<file path="src/spg_pkg.sv">
// shared constants and widths for the stepper pulse train generator
`default_nettype none
package spg_pkg;

    localparam int MAX_EDGES   = 4;
    localparam int ClkHzW      = 30;
    localparam int NowW        = 32;
    localparam int RateW       = 16;
    localparam int DivisorW    = RateW + 1;
    localparam int HalfW       = 32;
    localparam int EdgesOutW   = 3;
    localparam int EdgeCntRawW = $clog2(MAX_EDGES + 1);
    localparam int EdgeCntW    = (EdgeCntRawW > EdgesOutW) ? EdgeCntRawW : EdgesOutW;
    localparam int DivCntW     = $clog2(ClkHzW);
    localparam int InDataW     = 56;
    localparam int OutDataW    = 8;
    localparam int CfgAddrW    = 2;
    localparam int CfgDataW    = 32;

    localparam logic [ClkHzW-1:0] ClkHzReset = ClkHzW'(600000000);

endpackage
`default_nettype wire

</file>
<file path="src/stepper_pulse_train_generator.sv">
// stepper step/dir pulse train generator top level with service-call sequencer
// a running call passes S_PREP and S_EDGE before its result is registered in S_DONE, and the next
// item is accepted once back in S_IDLE (edges up to MAX_EDGES, one toggle per cycle)
// a changed nonzero rate first waits in S_DIV for the serial half-period divider
// a stop or disabled call goes straight from S_IDLE to S_DONE; results wait in an output register
// one item is worked on at a time: s_tready is high only while the sequencer idles
// reset (synchronous, active low) restores clock_hz to 600000000 and pin state to dir=step=1
`default_nettype none
module stepper_pulse_train_generator
    import spg_pkg::*;
(
    input  wire logic                i_clk,
    input  wire logic                i_rst_n,
    input  wire logic                s_tvalid,
    output logic                     s_tready,
    // [31:0] now_cycles, [47:32] step_rate, [48] drive_enable, [55:49] zero
    input  wire logic [InDataW-1:0]  s_tdata,
    output logic                     m_tvalid,
    input  wire logic                m_tready,
    // [0] dir_level, [1] step_level, [2] enable_level, [5:3] edges_made, [7:6] zero
    output logic      [OutDataW-1:0] m_tdata,
    input  wire logic                psel,
    input  wire logic                penable,
    input  wire logic                pwrite,
    input  wire logic [CfgAddrW-1:0] paddr,
    input  wire logic [CfgDataW-1:0] pwdata,
    output logic      [CfgDataW-1:0] prdata,
    output logic                     pready
);

    typedef enum logic [2:0] {
        S_IDLE,
        S_DIV,
        S_PREP,
        S_EDGE,
        S_DONE
    } t_state;

    t_state r_state;

    logic [ClkHzW-1:0]   w_clock_hz;
    logic                w_div_done;
    logic [ClkHzW-1:0]   w_quotient;
    logic                w_div_start;

    logic                r_dir_is_high;
    logic                r_dir_pin;
    logic                r_step_pin;
    logic [NowW-1:0]     r_deadline;
    logic [HalfW-1:0]    r_half;
    logic [RateW-1:0]    r_last_rate;
    logic                r_stop_pending;

    logic [NowW-1:0]     r_now;
    logic                r_en;
    logic [NowW-1:0]     r_diff;
    logic [EdgeCntW-1:0] r_edges;
    logic                r_out_valid;
    logic [OutDataW-1:0] r_out;

    logic                w_accept;
    logic [NowW-1:0]     w_in_now;
    logic [RateW-1:0]    w_in_rate;
    logic                w_in_en;
    logic                w_run;
    logic                w_new_rate;
    logic                w_want_high;
    logic [DivisorW-1:0] w_mag;
    logic [DivisorW-1:0] w_divisor;
    logic                w_edge_due;
    logic [OutDataW-1:0] n_out;

    spg_cfg_regs u_cfg (
        .i_clk      (i_clk),
        .i_rst_n    (i_rst_n),
        .psel       (psel),
        .penable    (penable),
        .pwrite     (pwrite),
        .paddr      (paddr),
        .pwdata     (pwdata),
        .prdata     (prdata),
        .pready     (pready),
        .o_clock_hz (w_clock_hz)
    );

    spg_divider u_div (
        .i_clk      (i_clk),
        .i_rst_n    (i_rst_n),
        .i_start    (w_div_start),
        .i_dividend (w_clock_hz),
        .i_divisor  (w_divisor),
        .o_done     (w_div_done),
        .o_quotient (w_quotient)
    );

    assign s_tready  = (r_state == S_IDLE);
    assign w_accept  = s_tvalid & s_tready;
    assign w_in_now  = s_tdata[NowW-1:0];
    assign w_in_rate = s_tdata[NowW+RateW-1:NowW];
    assign w_in_en   = s_tdata[NowW+RateW];

    assign w_run       = (w_in_rate != '0) & w_in_en;
    assign w_new_rate  = (w_in_rate != r_last_rate);
    assign w_want_high = w_in_rate[RateW-1];
    assign w_mag       = w_want_high ? DivisorW'(~{1'b1, w_in_rate} + 1'b1)
                                     : {1'b0, w_in_rate};
    // divisor is twice the magnitude
    assign w_divisor   = {w_mag[DivisorW-2:0], 1'b0};
    assign w_div_start = w_accept & w_run & w_new_rate;

    // wrapping signed compare of elapsed time against the half period
    assign w_edge_due = (r_edges < EdgeCntW'(MAX_EDGES)) &&
                        ($signed(r_diff) >= $signed(r_half));

    assign n_out = {{(OutDataW-6){1'b0}}, r_edges[EdgesOutW-1:0], r_en, r_step_pin,
                    r_dir_pin};

    always_ff @(posedge i_clk) begin
        if (!i_rst_n) begin
            r_state        <= S_IDLE;
            r_dir_is_high  <= 1'b1;
            r_dir_pin      <= 1'b1;
            r_step_pin     <= 1'b1;
            r_deadline     <= '0;
            r_half         <= '0;
            r_last_rate    <= '0;
            r_stop_pending <= 1'b0;
            r_edges        <= '0;
            r_out_valid    <= 1'b0;
        end else begin
            // in S_DONE the output register is refilled or held instead
            if (r_state != S_DONE && r_out_valid && m_tready) begin
                r_out_valid <= 1'b0;
            end
            case (r_state)
                S_IDLE: begin
                    if (w_accept) begin
                        r_now   <= w_in_now;
                        r_en    <= w_in_en;
                        r_edges <= '0;
                        if (w_run) begin
                            r_stop_pending <= 1'b1;
                            if (w_new_rate) begin
                                if (w_want_high != r_dir_is_high) begin
                                    r_step_pin    <= 1'b0;
                                    r_dir_is_high <= w_want_high;
                                    r_dir_pin     <= w_want_high;
                                    r_deadline    <= w_in_now;
                                end else if (r_last_rate == '0) begin
                                    r_dir_pin  <= r_dir_is_high;
                                    r_deadline <= w_in_now;
                                end
                                r_last_rate <= w_in_rate;
                                r_state     <= S_DIV;
                            end else begin
                                r_state <= S_PREP;
                            end
                        end else begin
                            if (r_stop_pending) begin
                                r_stop_pending <= 1'b0;
                                r_last_rate    <= '0;
                                r_half         <= '0;
                                r_step_pin     <= 1'b0;
                                r_dir_pin      <= 1'b0;
                            end
                            r_state <= S_DONE;
                        end
                    end
                end
                S_DIV: begin
                    if (w_div_done) begin
                        // clamp a zero quotient to 1
                        if (w_quotient == '0) begin
                            r_half <= HalfW'(1);
                        end else begin
                            r_half <= HalfW'(w_quotient);
                        end
                        r_state <= S_PREP;
                    end
                end
                S_PREP: begin
                    r_diff  <= r_now - r_deadline;
                    r_state <= S_EDGE;
                end
                S_EDGE: begin
                    if (w_edge_due) begin
                        r_deadline <= r_deadline + r_half;
                        r_diff     <= r_diff - r_half;
                        r_step_pin <= ~r_step_pin;
                        r_edges    <= r_edges + 1'b1;
                    end else begin
                        r_state <= S_DONE;
                    end
                end
                S_DONE: begin
                    if (!r_out_valid || m_tready) begin
                        r_out       <= n_out;
                        r_out_valid <= 1'b1;
                        r_state     <= S_IDLE;
                    end
                end
                default: begin
                    r_state <= S_IDLE;
                end
            endcase
        end
    end

    assign m_tvalid = r_out_valid;
    assign m_tdata  = r_out;

endmodule
`default_nettype wire

</file>
<file path="src/spg_cfg_regs.sv">
// apb register holding the timestamp counter rate
`default_nettype none
module spg_cfg_regs
    import spg_pkg::*;
(
    input  wire logic                i_clk,
    input  wire logic                i_rst_n,
    input  wire logic                psel,
    input  wire logic                penable,
    input  wire logic                pwrite,
    input  wire logic [CfgAddrW-1:0] paddr,
    input  wire logic [CfgDataW-1:0] pwdata,
    output logic      [CfgDataW-1:0] prdata,
    output logic                     pready,
    output logic      [ClkHzW-1:0]   o_clock_hz
);

    logic [ClkHzW-1:0] r_clock_hz;
    logic              w_wr;

    // single register: every address within the port decodes to it
    assign w_wr = psel & penable & pwrite & (paddr == paddr);

    always_ff @(posedge i_clk) begin
        if (!i_rst_n) begin
            r_clock_hz <= ClkHzReset;
        end else if (w_wr) begin
            r_clock_hz <= pwdata[ClkHzW-1:0];
        end
    end

    assign prdata     = {{(CfgDataW-ClkHzW){1'b0}}, r_clock_hz};
    assign pready     = 1'b1;
    assign o_clock_hz = r_clock_hz;

endmodule
`default_nettype wire

</file>
<file path="src/spg_divider.sv">
// bit-serial restoring divider for the half period
`default_nettype none
module spg_divider
    import spg_pkg::*;
(
    input  wire logic                i_clk,
    input  wire logic                i_rst_n,
    input  wire logic                i_start,
    input  wire logic [ClkHzW-1:0]   i_dividend,
    input  wire logic [DivisorW-1:0] i_divisor,
    output logic                     o_done,
    output logic      [ClkHzW-1:0]   o_quotient
);

    logic                r_busy;
    logic                r_done;
    logic [DivCntW-1:0]  r_count;
    logic [DivisorW-1:0] r_rem;
    logic [DivisorW-1:0] r_div;
    logic [ClkHzW-1:0]   r_quo;
    logic [DivisorW:0]   w_trial;
    logic                w_fit;

    // shift in the next dividend bit and try one subtraction
    assign w_trial = {r_rem, r_quo[ClkHzW-1]};
    assign w_fit   = (w_trial >= {1'b0, r_div});

    always_ff @(posedge i_clk) begin
        if (!i_rst_n) begin
            r_busy  <= 1'b0;
            r_done  <= 1'b0;
            r_count <= '0;
        end else begin
            r_done <= 1'b0;
            if (i_start) begin
                r_busy  <= 1'b1;
                r_count <= '0;
                r_rem   <= '0;
                r_div   <= i_divisor;
                r_quo   <= i_dividend;
            end else if (r_busy) begin
                if (w_fit) begin
                    r_rem <= DivisorW'(w_trial - {1'b0, r_div});
                end else begin
                    r_rem <= w_trial[DivisorW-1:0];
                end
                r_quo <= {r_quo[ClkHzW-2:0], w_fit};
                if (r_count == DivCntW'(ClkHzW - 1)) begin
                    r_busy <= 1'b0;
                    r_done <= 1'b1;
                end else begin
                    r_count <= r_count + 1'b1;
                end
            end
        end
    end

    assign o_done     = r_done;
    assign o_quotient = r_quo;

endmodule
`default_nettype wire

</file>
<file path="config.mk">
export PLATFORM = sky130hd
export DESIGN_NAME = stepper_pulse_train_generator
export DESIGN_NICKNAME = d
export VERILOG_FILES = /design/src/spg_pkg.sv /design/src/stepper_pulse_train_generator.sv /design/src/spg_cfg_regs.sv /design/src/spg_divider.sv
export SDC_FILE = /design/constraint.sdc
export NUM_CORES = 1
export LEC_CHECK = 0
export ABC_AREA = 1
export BUFFER_PORTS_ARGS = -buffer_cell sky130_fd_sc_hd__clkbuf_2
export CORE_MARGIN = 1.5
export CORE_UTILIZATION = 30
export CTS_CLUSTER_SIZE = 10
export DETAILED_ROUTE_END_ITERATION = 6
export PLACE_DENSITY_LB_ADDON = 0.12
export REMOVE_ABC_BUFFERS = 1
export SYNTH_ARGS = -nofsm -noshare
export SYNTH_HDL_FRONTEND = slang
export SYNTH_HIERARCHICAL = 1
export SYNTH_SLANG_ARGS = --single-unit
</file>
<file path="constraint.sdc">
create_clock -name i_clk -period 13.7 [get_ports i_clk]
set_input_delay 2.74 -clock i_clk [delete_from_list [all_inputs] [get_ports i_clk]]
set_output_delay 2.74 -clock i_clk [all_outputs]
set_load 0.02 [all_outputs]
</file>
# [Word-level counts from Yosys, hierarchy flattened]
# Cells that the tools add are included.
[totals] regBits=262 input_bits=97 out_inout_bits=43 wordCells=149
[op_classes] add_sub_neg=7 n_lt_le_gt_ge=3 n_eq_ne=23 mux=52 bitwise=11 reduce_logical=31
[op_table] operator="32-bit 2-to-1 mux" count=11
[op_table] operator="32-bit case mux with 2 select lines" count=3
[op_table] operator="30-bit 2-to-1 mux" count=3
[op_table] operator="32-bit subtractor" count=2
[op_table] operator="16-bit 2-to-1 mux" count=3
[op_table] operator="17-bit 2-to-1 mux" count=2
[op_table] operator="32-bit adder" count=1
[op_table] operator="32-bit greater-or-equal comparator" count=1
[op_table] operator="30-bit logical NOT" count=1
[op_table] operator="3-bit 2-to-1 mux" count=7
[op_table] operator="18-bit by 17-bit greater-or-equal comparator with 1-bit output" count=1
[op_table] operator="1-bit 2-to-1 mux" count=18
[op_table] operator="17-bit subtractor" count=1
[op_table] operator="16-bit by 1-bit adder with 16-bit output, second input constant" count=1
[op_table] operator="16-bit logical NOT" count=1
[op_table] operator="16-bit inequality test" count=1
[op_table] operator="16-bit NOT" count=1
[op_table] operator="16-bit nonzero test" count=1
[op_table] operator="15-bit 2-to-1 mux" count=1
[op_table] operator="3-bit case mux with 5 select lines" count=1
[op_table] operator="5-bit AND reduction" count=3
[op_table] operator="2-bit by 1-bit inequality test with 1-bit output, second input constant" count=6
[op_table] operator="3-bit AND reduction" count=4
[op_table] operator="6-bit AND reduction" count=2
[op_table] operator="26 further kinds" count=51

# [Logic depth before layout (Yosys ltp)]
# Gate-level depths: netlist (run 1).
[logic_depth] depth_word=7 ltp_mapped=21 mapped_depth_nobuf=20

# [Modules after synthesis]
# The synthesis (run 1) kept the hierarchy.
[modules_own_cells] module="stepper_pulse_train_generator" instances=1 cells_each=1898 area_each_um2=12801.0 seq_area_each_um2=3913.8
[modules_own_cells] module="spg_divider" instances=1 cells_each=545 area_each_um2=4296.6 seq_area_each_um2=2062.0
[modules_own_cells] module="spg_cfg_regs" instances=1 cells_each=207 area_each_um2=1442.6 seq_area_each_um2=600.6

# [Worst setup path after synthesis (run 1)]
# No wires, ideal clock.
[synth_timing] path_type="in2reg" startpoint="input s_tdata[32]" endpoint="register u_div.r_quo[0], in the netlist u_div/o_quotient[0] (enable)" setup_ps=467 t_arrival_ps=6564 required_ps=13233 path_slack_ps=6669 stages=14 n_path_buf=3 cell_sequence="inv_1 -> ha_1 -> nand3_1 -> nor2_1 -> nand2_1 -> nand2_2 -> nor2_1 -> nand2_1 -> inv_2 -> buf_4 -> clkbuf_1 -> inv_1 -> clkbuf_1 -> a21oi_1"
[synth_between] elab_chain_cells=6 word_cells_on_any_way=7 cone_classes="eq/ne: 1; bitwise: 3; reduce/logical: 3"
[synth_rtl] item="start: declaration" line="stepper_pulse_train_generator.sv:17" text="input wire logic [InDataW-1:0] s_tdata,"
[synth_rtl] item="16-bit nonzero test" line="stepper_pulse_train_generator.sv:102" text="assign w_run = (w_in_rate != '0) & w_in_en;"
[synth_rtl] item="1-bit AND" line="stepper_pulse_train_generator.sv:102"
[synth_rtl] item="1-bit AND" line="stepper_pulse_train_generator.sv:109" text="assign w_div_start = w_accept & w_run & w_new_rate;"
[synth_rtl] item="1-bit AND (*)" line="stepper_pulse_train_generator.sv:109"
[synth_rtl] item="named net w_div_start" line="stepper_pulse_train_generator.sv:44" text="logic w_div_start;"
[synth_rtl] item="2-bit nonzero test (no source line) (*)"
[synth_rtl] item="2-bit AND reduction (no source line) (*)"
[synth_rtl] item="end signal: assignment" line="spg_divider.sv:40" text="r_quo <= i_dividend;"
[synth_rtl] item="end signal: assignment" line="spg_divider.sv:47" text="r_quo <= {r_quo[ClkHzW-2:0], w_fit};"
[synth_rtl] item="end: declaration" line="spg_divider.sv:20" text="logic [ClkHzW-1:0] r_quo;"
# The timed path passes the listed nets; every way through them passes the cells marked *.
# A chain may end at the register's enable or synchronous reset.

# [Final worst setup path (run 1)]
[layout_timing] startpoint="input s_tdata[32]" endpoint="register u_div.r_rem[9] (enable)"
[layout_between] elab_chain_cells=6 word_cells_on_any_way=7 cone_classes="eq/ne: 1; bitwise: 3; reduce/logical: 3"
[layout_rtl] item="16-bit nonzero test" line="stepper_pulse_train_generator.sv:102"
[layout_rtl] item="1-bit AND" line="stepper_pulse_train_generator.sv:102"
[layout_rtl] item="1-bit AND" line="stepper_pulse_train_generator.sv:109"
[layout_rtl] item="1-bit AND (*)" line="stepper_pulse_train_generator.sv:109"
[layout_rtl] item="2-bit nonzero test (no source line) (*)"
[layout_rtl] item="2-bit AND reduction (no source line) (*)"
[layout_rtl] item="end signal: assignment" line="spg_divider.sv:43" text="r_rem <= DivisorW'(w_trial - {1'b0, r_div});"
[layout_rtl] item="end signal: assignment" line="spg_divider.sv:45" text="r_rem <= w_trial[DivisorW-1:0];"
[layout_rtl] item="end: declaration" line="spg_divider.sv:18" text="logic [DivisorW-1:0] r_rem;"
# Mark *: on every way between the ends. The rest lies on a longest branch, timed or not.

==> results.json, run 1 <==
{
  "run_status": "finished, final reports clean",
  "netlist.top_cell.by_area": "sky130_fd_sc_hd__edfxtp_1",
  "core_area_sq_um": 60700,
  "worstPathCellList": "clkbuf_2 -> inv_1 -> ha_1 -> nand3_1 -> nor2_1 -> nand2_1 -> nand2_2 -> nor2_1 -> nand2_1 -> inv_2 -> inv_1 -> buf_4 -> a21oi_4 -> buf_4",
  "achievable-frequency_mhz": 177,
  "leakage_uw": 0.00950,
  "rsz0062_at_grt": "false",
  "drive_gt1_frac": 0.0946,
  "dr.pass1.iters": 7,
  "io_pins": 140,
  "syn_avg_cell_area_sq_um": 7.00,
  "area.growth.synth_to_final_pct": 12.5,
  "power.density_cell_area_nw_per_um2": 191,
  "tritoncts.num_buffers": 37,
  "ctsResizeCount": 0,
  "drt_iter0_markers": 1037,
  "period_needed_ps": 5640,
  "nets": 2935,
  "setup_viol": 0,
  "internal_power_uw": 2170,
  "synth_top_cell_area_share": 0.219,
  "min-delay-path-class": "register to register",
  "post_synth_main_area_contributors": "sky130_fd_sc_hd__edfxtp_1 22%, sky130_fd_sc_hd__nand2_1 15%, sky130_fd_sc_hd__dfxtp_1 14%",
  "clock_tree.root_cell": "sky130_fd_sc_hd__clkbuf_16",
  "tritoncts": "yes",
  "start_util": 0.305,
  "worstSetupStartpointType": "input port",
  "initial_antenna_violation_count": 1,
  "final-seq-area_sq_um": 6580,
  "power.switching_fraction": 0.453,
  "core.rowCount": 90,
  "grt_pass1_vias": 16600,
  "htree_levels": 2,
  "synth_sequential_area_ratio": 0.355,
  "die_h_microns": 252,
  "hold_bufs_at_cts": 0,
  "synth-warning-count": 6,
  "yosysMostFrequentCell": "sky130_fd_sc_hd__nand2_1",
  "net-switching-power_uw": 1800,
  "fillerInstances": 6560,
  "timing.max_slew.rel_slack": 0.257,
  "irDropWorstVdd_mv": 0.0943,
  "place.port_buffers": 123,
  "maxSlewViolCount": 0,
  "cp-end-kind": "register",
  "grt.overflow.total": 0,
  "synth_common_cells": "752 x sky130_fd_sc_hd__nand2_1, 334 x sky130_fd_sc_hd__inv_1, 280 x sky130_fd_sc_hd__nor2_1",
  "grt_max_degree": 74,
  "fp.dieArea_sq_um": 63300,
  "groute.usage.overall": 0.199,
  "setup.worst_path.class": "input port to register",
  "worst_path_largest_cell_delay_ps": 600,
  "synth.cell_area_sq_um": 18500,
  "numClockSinks": 261,
  "post_synth_num_cell_types": 51,
  "combPwrFrac": 0.470,
  "timing.setup.tns_ps": 0,
  "place_congestion": 0.907,
  "placed_wire_length_estimate_microns": 49300,
  "max_cap_viol_count": 0,
  "detail_route.drc_violations": 0,
  "antenna_cells": 0,
  "viasPerCell": 4.87,
  "worst-slew-pin-transition_ps": 1110,
  "post_drt_wl_per_cell_microns": 18.0,
  "power.clock.fraction": 0.238,
  "cts_setup_buffers": 0,
  "synth-edff-count": 135,
  "cts.reportedPaths.clkPinSlew_ps": 60,
  "netlist_instances": 2650,
  "multiInputGateArea_sq_um": 10100,
  "vias": 17200,
  "ys_async_sr_fraction": 0,
  "worst_clock_skew_ps": 42.9,
  "share_seq_of_total_power": 0.292,
  "die_x_microns": 252,
  "cts_max_path_buffers": 3,
  "synth_ff_type": "sky130_fd_sc_hd__edfxtp_1",
  "min_period_over_period": 0.412,
  "timing.critical_path.slowest_stage_cell": "sky130_fd_sc_hd__inv_2",
  "route.final.wire_length_microns": 63600,
  "critical_path_arrival_ps": 5830,
  "timing.final.hold_violations": 0,
  "required_ps": 13890,
  "grt_pass1_wl_microns": 96900,
  "crit_path_max_fanout": 49,
  "final_worst_hold_slack_ps": 429,
  "clkLatencyLatePin_ps": 580,
  "number_of_synthesized_register_bits": 261,
  "postRouteAntennaNets": 0
}
-- worst max-delay path, delay by kind of cell --
family / cells / cell delay, ps
AO/OA/AOI/OAI: 1 / 180
adder cells (fa/ha/maj): 1 / 210
AND/OR/NAND/NOR: 6 / 820
buffers and inverters: 6 / 1820
-- per-layer routing --
| metal | global-route usage | routed length [microns] | vias to the layer above | share of wire |
|---|---|---|---|---|
| met2 | 0.333 | 29400 | 299 | 0.46 |
| met1 | 0.263 | 29900 | 8034 | 0.47 |
| met5 | 0 | 12 | - | 0.00019 |
| met3 | 0.0300 | 2620 | 78 | 0.041 |
| met4 | 0.0594 | 1630 | 2 | 0.026 |
| li1 | - | - | 8791 | - |
-- power by group through the flow --
stage                     clock network (uW)  logic [uW]  registers [uW]
final                                    946        1870            1160
after global routing                    1000        2110            1180
after CTS                                977        1860            1170
after detailed placement                   0        1860            1180
after global placement                     0        1850            1180
after floorplan                            0        1290            1120
-- cells in the final DEF, fill, tap and decap left out, types with 4 or more instances in the layout --
master,n
sky130_fd_sc_hd__a211oi_1,34
sky130_fd_sc_hd__a21o_1,5
sky130_fd_sc_hd__a21oi_1,214
sky130_fd_sc_hd__a31oi_1,5
sky130_fd_sc_hd__and2_1,4
sky130_fd_sc_hd__buf_4,10
sky130_fd_sc_hd__clkbuf_1,11
sky130_fd_sc_hd__clkbuf_16,38
sky130_fd_sc_hd__clkbuf_2,123
sky130_fd_sc_hd__clkinv_1,4
sky130_fd_sc_hd__clkinv_2,7
sky130_fd_sc_hd__conb_1,6
sky130_fd_sc_hd__dfxtp_1,126
sky130_fd_sc_hd__edfxtp_1,135
sky130_fd_sc_hd__fa_1,4
sky130_fd_sc_hd__ha_1,114
sky130_fd_sc_hd__inv_1,334
sky130_fd_sc_hd__inv_2,8
sky130_fd_sc_hd__nand2_1,751
sky130_fd_sc_hd__nand2_2,9
sky130_fd_sc_hd__nand3_1,147
sky130_fd_sc_hd__nand3b_1,28
sky130_fd_sc_hd__nand4_1,41
sky130_fd_sc_hd__nor2_1,277
sky130_fd_sc_hd__nor2_2,24
sky130_fd_sc_hd__nor2_4,5
sky130_fd_sc_hd__nor3_1,27
sky130_fd_sc_hd__nor4_1,19
sky130_fd_sc_hd__o211ai_1,5
sky130_fd_sc_hd__o21ai_0,100
sky130_fd_sc_hd__o21bai_1,21
sky130_fd_sc_hd__or2_2,12
sky130_fd_sc_hd__xnor2_1,18
sky130_fd_sc_hd__xor2_1,40
-- cell families after synthesis --
| kind of cell | Yosys count | share of synthesized area |
|---|---|---|
| adders and majority gates | 118 | 0.0813 |
| and+or+nand+nor | 1355 | 0.311 |
| buffers and inverters | 450 | 0.103 |
| AOI/OAI and AO/OA | 402 | 0.120 |
| muxes | 3 | 0.00162 |
| DFF | 261 | 0.355 |
| xor gates and xnor gates | 58 | 0.0274 |
| other | 3 | 0.000607 |
-- state kept, by name, summed over array words and instances (netlist names), 3 cells and up --
signal / count
r_deadline: 32
r_diff: 32
r_now: 32
r_half: 30
u_cfg/o_clock_hz: 30
u_div/o_quotient: 30
u_div/r_div: 17
u_div/r_rem: 17
r_last_rate: 16
m_tdata: 6
u_div/r_count: 5
r_edges: 3
r_state: 3
-- final timing paths --
check	startpoint	to	slack, ps	depth (start not counted)
max	s_tdata[32]	u_div/r_rem[9]	8060	14
min	r_en	m_tdata[2]	430	0
max reg2reg	r_state[1]	u_div/r_rem[9]	10000	13
min reg2reg	r_en	m_tdata[2]	430	0
-- metrics by stage --
stage	cell area, sq um	util	instances	total power (uW)	worst slack, ps
floorplan	17900	-	2548	2410	6280
global placement	19700	0.324	3463	3030	7400
detailed placement	19700	0.324	3463	3040	7410
CTS	20900	0.344	3531	4010	8010
global route	20900	0.344	3531	4290	7700
finish	20900	0.344	3531	3980	8060
-- final cells by class --
| class | instances | area share |
|---|---|---|
| multi-input combinational | 1942 | 0.485 |
| sequential | 261 | 0.315 |
| inverter | 345 | 0.0622 |
| clock buffer | 52 | 0.0496 |
| tap | 782 | 0.0469 |
| timing repair buffer | 133 | 0.0331 |
| clock inverter | 16 | 0.00786 |
Note: power is estimated with default switching activity, not from simulation.
==> run 2: changes to the inputs <==
Clock period 13.7 ns to 4.8 ns, I/O delays scaled along.
==> results.json, run 2 (same netlist as run 1, synthesis figures left out) <==
{
  "cp-end-kind": "register",
  "min-delay-path-class": "register to register",
  "achievable-frequency_mhz": 297,
  "grt_pass1_wl_microns": 97200,
  "place.port_buffers": 123,
  "total_power_uw": 11400,
  "clock_tree.root_cell": "sky130_fd_sc_hd__clkbuf_16",
  "worstPathBufferInverterCount": 2,
  "postRouteAntennaNets": 0,
  "grt_pass1_vias": 16700,
  "rsz0062_at_grt": "false",
  "worstPathCellList": "inv_1 -> ha_1 -> nand2_1 -> nor2_1 -> nand4_1 -> nor2_1 -> nand4_1 -> nand2_2 -> nand2_1 -> nand2_1 -> nand3_1 -> nor2_4 -> buf_4",
  "grt_max_degree": 63,
  "leakage_uw": 0.00951,
  "placed_wire_length_estimate_microns": 49900,
  "nets": 2937,
  "worst_clock_skew_ps": 26.2,
  "max_cap_viol_count": 0,
  "cell_family_contributing_the_most_delay_on_the_critical_path": "simple AND/OR/NAND/NOR gates",
  "start_util": 0.305,
  "core_area_sq_um": 60700,
  "min_period_over_period": 0.701,
  "layout.cells.most_common": "sky130_fd_sc_hd__nand2_1",
  "crit_path_max_fanout": 32,
  "irDropWorstVdd_mv": 0.225,
  "io_pins": 140,
  "critical_path_arrival_ps": 3560,
  "final_core_util": 0.344,
  "layout_common_cells": "751 x sky130_fd_sc_hd__nand2_1, 334 x sky130_fd_sc_hd__inv_1, 277 x sky130_fd_sc_hd__nor2_1, 214 x sky130_fd_sc_hd__a21oi_1, 147 x sky130_fd_sc_hd__nand3_1",
  "route.final.wire_length_microns": 63600,
  "die_x_microns": 252,
  "cts.reportedPaths.clkPinSlew_ps": 60,
  "timing.max_slew.rel_slack": 0.238,
  "run_status": "finished, final reports clean",
  "timing.final.hold_violations": 0,
  "worst_path_largest_cell_delay_ps": 430,
  "drt_iter0_markers": 1200,
  "setup.worst_path.class": "register to register",
  "tritoncts": "yes",
  "setup_viol": 0,
  "htree_levels": 2,
  "numClockSinks": 261,
  "fp.dieArea_sq_um": 63300,
  "timing.critical_path.slowest_stage_cell": "sky130_fd_sc_hd__dfxtp_1",
  "maxSlewViolCount": 0,
  "grt.overflow.total": 0,
  "ctsResizeCount": 0,
  "worst-slew-pin-transition_ps": 1140,
  "groute.usage.overall": 0.199,
  "place_congestion": 0.887,
  "crit_path_frequent_cell": "sky130_fd_sc_hd__nand2_1",
  "hold_bufs_at_cts": 0,
  "detail_route.drc_violations": 0,
  "reg_top3": "r_deadline x32, r_diff x32, r_now x32",
  "post_drt_wl_per_cell_microns": 18.0,
  "cts_setup_buffers": 0,
  "tritoncts.num_buffers": 36,
  "power.density_cell_area_nw_per_um2": 546,
  "clkLatencyLatePin_ps": 570,
  "initial_antenna_violation_count": 2,
  "drive_gt1_frac": 0.0935,
  "cts_max_path_buffers": 3,
  "die_h_microns": 252,
  "area.growth.synth_to_final_pct": 12.6,
  "core.rowCount": 90,
  "vias": 17200,
  "required_ps": 4990,
  "dr.pass1.iters": 7,
  "viasPerCell": 4.87,
  "worstSetupStartpointType": "register",
  "period_needed_ps": 3370
}
-- run 2: changes by cell type in the layout (fill, tap and decap cells not counted), moves of 3 or more --
cell | before | now
sky130_fd_sc_hd__buf_4 | 10 | 13
sky130_fd_sc_hd__bufinv_16 | 1 | 4
sky130_fd_sc_hd__clkbuf_1 | 11 | 14
sky130_fd_sc_hd__clkinv_2 | 7 | 2
-- run 2: power breakdown --
group	internal [uW]	switching [uW]
sequential	2920	415
clock	1680	1090
combinational	1710	3580
total	6310	5080
-- run 2: area by class of cell --
class	count	area [sq um]
diodes	1	2.50
clock buffers	53	1010
clock inverters	12	191
fillers	6607	39800
inverters	345	1300
multi-input cells	1942	10100
flip-flops and latches	261	6580
well taps	782	978
repair buffers	136	713
-- run 2: worst register-to-register path: stages (launching register included) --
cell                      delay, ps
sky130_fd_sc_hd__dfxtp_1        430
sky130_fd_sc_hd__inv_1          130
sky130_fd_sc_hd__ha_1           400
sky130_fd_sc_hd__nand2_1        130
sky130_fd_sc_hd__nor2_1         250
sky130_fd_sc_hd__nand4_1        160
sky130_fd_sc_hd__nor2_1         220
sky130_fd_sc_hd__nand4_1        210
sky130_fd_sc_hd__nand2_2        180
sky130_fd_sc_hd__nand2_1         60
sky130_fd_sc_hd__nand2_1        120
sky130_fd_sc_hd__nand3_1        150
sky130_fd_sc_hd__nor2_4         100
sky130_fd_sc_hd__buf_4          420
-- run 2: routing by layer --
layer	wire length [microns]	track usage	up-vias	part of all wire
li1	-	-	8787	-
met1	29700	0.266	8004	0.47
met2	29200	0.330	349	0.46
met3	3030	0.0368	74	0.048
met4	1600	0.0520	2	0.025
met5	17	0	-	0.00027
-- run 2: path summary, 6_finish.rpt --
kind	slack, ps	cells past startpoint	to	startpoint
max	1430	13	r_diff[9]	r_half[27]
min	430	0	m_tdata[2]	r_en
max reg2reg	1430	13	r_diff[9]	r_half[27]
min reg2reg	430	0	m_tdata[2]	r_en
-- run 2: per-stage QoR --
| step | instance area, sq um | TNS, ps | instances | setup WS [ps] | hold WS [ps] |
|---|---|---|---|---|---|
| 6_report | 20900 | 0 | 3532 | 1430 | 427 |
| 5_1_grt | 20900 | 0 | 3531 | 1220 | 442 |
| 4_1_cts | 20900 | 0 | 3531 | 1420 | 426 |
| 2_1_floorplan | 17900 | -39350 | 2548 | -837 | 400 |
| 3_5_place_dp | 19700 | 0 | 3466 | 1090 | 413 |
| 3_3_place_gp | 19700 | 0 | 3466 | 1120 | 409 |
==> run 3: changes to the inputs <==
Settings changed: ABC_AREA 1 to 0.
Clock period 4.8 ns to 3.1 ns, I/O delays scaled along.
==> results.json, run 3 <==
{
  "run_status": "finished, final reports clean",
  "worstPathBufferInverterCount": 2,
  "hold_bufs_at_cts": 0,
  "period_needed_ps": 2970,
  "synth_common_cells": "214 x sky130_fd_sc_hd__nand2_1, 158 x sky130_fd_sc_hd__a21oi_1, 139 x sky130_fd_sc_hd__nor2_1",
  "synth_mux_area_frac": 0.0405,
  "place_area_sq_um": 19300,
  "timing.rr.end": "r_diff[20]",
  "total_power_uw": 12200,
  "syn_avg_cell_area_sq_um": 8.99,
  "antenna_cells": 0,
  "synth.cell_area_sq_um": 17000,
  "power.density_cell_area_nw_per_um2": 586,
  "synth_compound_area_frac": 0.194,
  "tritoncts": "yes",
  "synth_ff_type": "sky130_fd_sc_hd__edfxtp_1",
  "critical_path_arrival_ps": 3230,
  "maxSlewViolCount": 0,
  "rsz0062_at_grt": "true",
  "placed_cells_incl_taps": 2813,
  "htree_levels": 2,
  "drt_iter0_markers": 767,
  "clkLatencyLatePin_ps": 560,
  "route.final.wire_length_microns": 51200,
  "post_synth_main_area_contributors": "sky130_fd_sc_hd__edfxtp_1 24%, sky130_fd_sc_hd__dfxtp_1 15%, sky130_fd_sc_hd__ha_1 8.4%",
  "die_h_microns": 241,
  "min-delay-path-class": "input port to register",
  "post_drt_wl_per_cell_microns": 17.7,
  "vias": 14500,
  "max_cap_viol_count": 0,
  "layout.cells.non_filler": 2883,
  "die_x_microns": 241,
  "grt.overflow.total": 0,
  "setup_viol": 0,
  "tritoncts.num_buffers": 36,
  "crit-reg2reg-launch": "r_now[0]",
  "clock_tree.root_cell": "sky130_fd_sc_hd__clkbuf_16",
  "cell_family_contributing_the_most_delay_on_the_critical_path": "compound AO/OA/AOI/OAI gates",
  "layout.cells.most_common": "sky130_fd_sc_hd__nand2_1",
  "min_period_over_period": 0.959,
  "multiInputGateArea_sq_um": 9690,
  "synth-warning-count": 6,
  "grt_pass1_wl_microns": 79300,
  "place_congestion": 0.818,
  "numClockSinks": 261,
  "postRouteAntennaNets": 0,
  "cp-end-kind": "register",
  "groute.usage.overall": 0.174,
  "post_synth_num_cell_types": 86,
  "cts.reportedPaths.clkPinSlew_ps": 60,
  "synth_xor_xnor_area_share": 0.0571,
  "cts_max_path_buffers": 3,
  "synth_top_cell_area_share": 0.238,
  "post-route-cell-area_sq_um": 20900,
  "area.growth.synth_to_final_pct": 22.5,
  "hold-path-endpoint": "r_now[14]",
  "layout_common_cells": "213 x sky130_fd_sc_hd__nand2_1, 157 x sky130_fd_sc_hd__buf_4, 150 x sky130_fd_sc_hd__a21oi_1, 137 x sky130_fd_sc_hd__nor2_1, 135 x sky130_fd_sc_hd__edfxtp_1",
  "number_of_cells_on_the_worst_reg_to_reg_path": 13,
  "synth_top_family_by_area": "compound AO/OA/AOI/OAI gates",
  "achievable-frequency_mhz": 337,
  "initial_antenna_violation_count": 0,
  "worst_clock_skew_ps": 27.9,
  "reg_top3": "r_deadline x32, r_diff x32, r_now x32",
  "timing.final.hold_violations": 0,
  "viasPerCell": 5.04,
  "grt_max_degree": 69,
  "setup.worst_path.class": "register to register",
  "worstHoldStart": "s_tdata[14]",
  "start_util": 0.303,
  "crit_path_max_fanout": 4,
  "core.rowCount": 87,
  "r2r_setup_slack_ps": 130,
  "number_of_synthesized_register_bits": 261,
  "final-seq-area_sq_um": 6580,
  "ys_async_sr_fraction": 0,
  "placed_wire_length_estimate_microns": 37500,
  "drive_gt1_frac": 0.225,
  "yosysMostFrequentCell": "sky130_fd_sc_hd__nand2_1",
  "worst-slew-pin-transition_ps": 651,
  "leakage_uw": 0.00826,
  "netlist_instances": 1896,
  "worstSetupStartpointType": "register",
  "min_path_cells": 1,
  "fp.dieArea_sq_um": 58200,
  "timing.critical_path.slowest_stage_cell": "sky130_fd_sc_hd__fa_2",
  "fillerInstances": 5805,
  "final_core_util": 0.371,
  "netlist.top_cell.by_area": "sky130_fd_sc_hd__edfxtp_1",
  "required_ps": 3350,
  "fraction_of_the_mapped_netlist_area_in_simple_logic_gates": 0.166,
  "dr.pass1.iters": 7,
  "detail_route.drc_violations": 0,
  "nets": 2315,
  "timing.max_slew.rel_slack": 0.566,
  "worstPathCellList": "inv_1 -> ha_2 -> fa_2 -> nor2b_1 -> o21a_1 -> o21ai_4 -> a211o_1 -> a311oi_2 -> buf_4 -> a311oi_2 -> a221oi_2 -> xnor2_1 -> a21oi_1",
  "core_area_sq_um": 56300,
  "grt_pass1_vias": 14000,
  "irDropWorstVdd_mv": 0.363,
  "worst_path_largest_cell_delay_ps": 350,
  "place.port_buffers": 123,
  "crit_path_frequent_cell": "sky130_fd_sc_hd__a311oi_2",
  "synth-adder-area-share": 0.0884,
  "io_pins": 140,
  "synth-edff-count": 135,
  "synth_sequential_area_ratio": 0.386
}
run 3: cell types whose count changed after synthesis, sizes merged, moves of 37 or more:
cell / change
nand3: -100
a21o: +37
a21oi: -57
inv: -231
nand2: -548
nor2: -167
run 3: worst register-to-register path: stages, from the launching register on:
cell and delay (ps):
sky130_fd_sc_hd__edfxtp_1 320, sky130_fd_sc_hd__inv_1 40, sky130_fd_sc_hd__ha_2 180, sky130_fd_sc_hd__fa_2 360, sky130_fd_sc_hd__nor2b_1 120, sky130_fd_sc_hd__o21a_1 200
sky130_fd_sc_hd__o21ai_4 100, sky130_fd_sc_hd__a211o_1 340, sky130_fd_sc_hd__a311oi_2 250, sky130_fd_sc_hd__buf_4 160, sky130_fd_sc_hd__a311oi_2 120, sky130_fd_sc_hd__a221oi_2 270
sky130_fd_sc_hd__xnor2_1 150, sky130_fd_sc_hd__a21oi_1 80
run 3: timing repair:
item / CTS / global route
setup buffers: 2 / 1
pin swaps: 4 / 20
endpoints found under the hold margin: 0 / 0
resized for setup: 20 / 62
gates cloned: 1 / 1
endpoints found under the setup margin: 55 / 77
run 3: per-stage QoR:
stage	setup WS, ps	TNS, ps	hold slack [ps]
after floorplan	-2420	-273300	400
after global placement	-203	-1070	407
after detailed placement	-163	-1170	416
after CTS	3.62	0	228
after global routing	-50.1	-803	242
final	128	0	256
run 3: worst max-delay path by stage:
stage,end,slack [ps],cells after the start,startpoint
finish,r_diff[20],130,13,r_now[0]
global route,r_diff[29],-50,13,r_half[27]
CTS,r_deadline[17],4,11,r_half[5]
detailed placement,r_diff[30],-160,13,r_now[0]
global placement,r_diff[30],-200,13,r_now[0]
floorplan,u_div/o_quotient[0],-2420,4,r_state[1]
run 3: per-layer routing:
layer / GRT usage / wire length, microns / vias to the layer above / share of wire
li1: - / - / 7242 / -
met1: 0.246 / 25600 / 7028 / 0.50
met2: 0.282 / 23200 / 209 / 0.45
met3: 0.0226 / 1580 / 43 / 0.031
met4: 0.0375 / 741 / 0 / 0.014
met5: 0 / 0 / - / 0
run 3: area by class of cell:
| class | count | share of cell area |
|---|---|---|
| clock inverter | 11 | 0.00647 |
| clock buffer | 54 | 0.0502 |
| inverter | 113 | 0.0203 |
| multi-input combinational | 1397 | 0.464 |
| sequential | 261 | 0.315 |
| tap | 756 | 0.0453 |
| timing repair buffer | 291 | 0.0981 |
run 3: cells by family after synthesis:
logic type	Yosys count
buffers and inverters	241
adders and majority gates	118
other	3
xor gates and xnor gates	111
AOI/OAI and AO/OA	500
DFF	261
and+or+nand+nor	597
muxes	65
run 3: report_power, final:
group	leakage, uW	switching, uW	internal, uW
sequential	0.00227	245	4110
combinational	0.00541	2040	1630
clock	0.000577	1690	2520
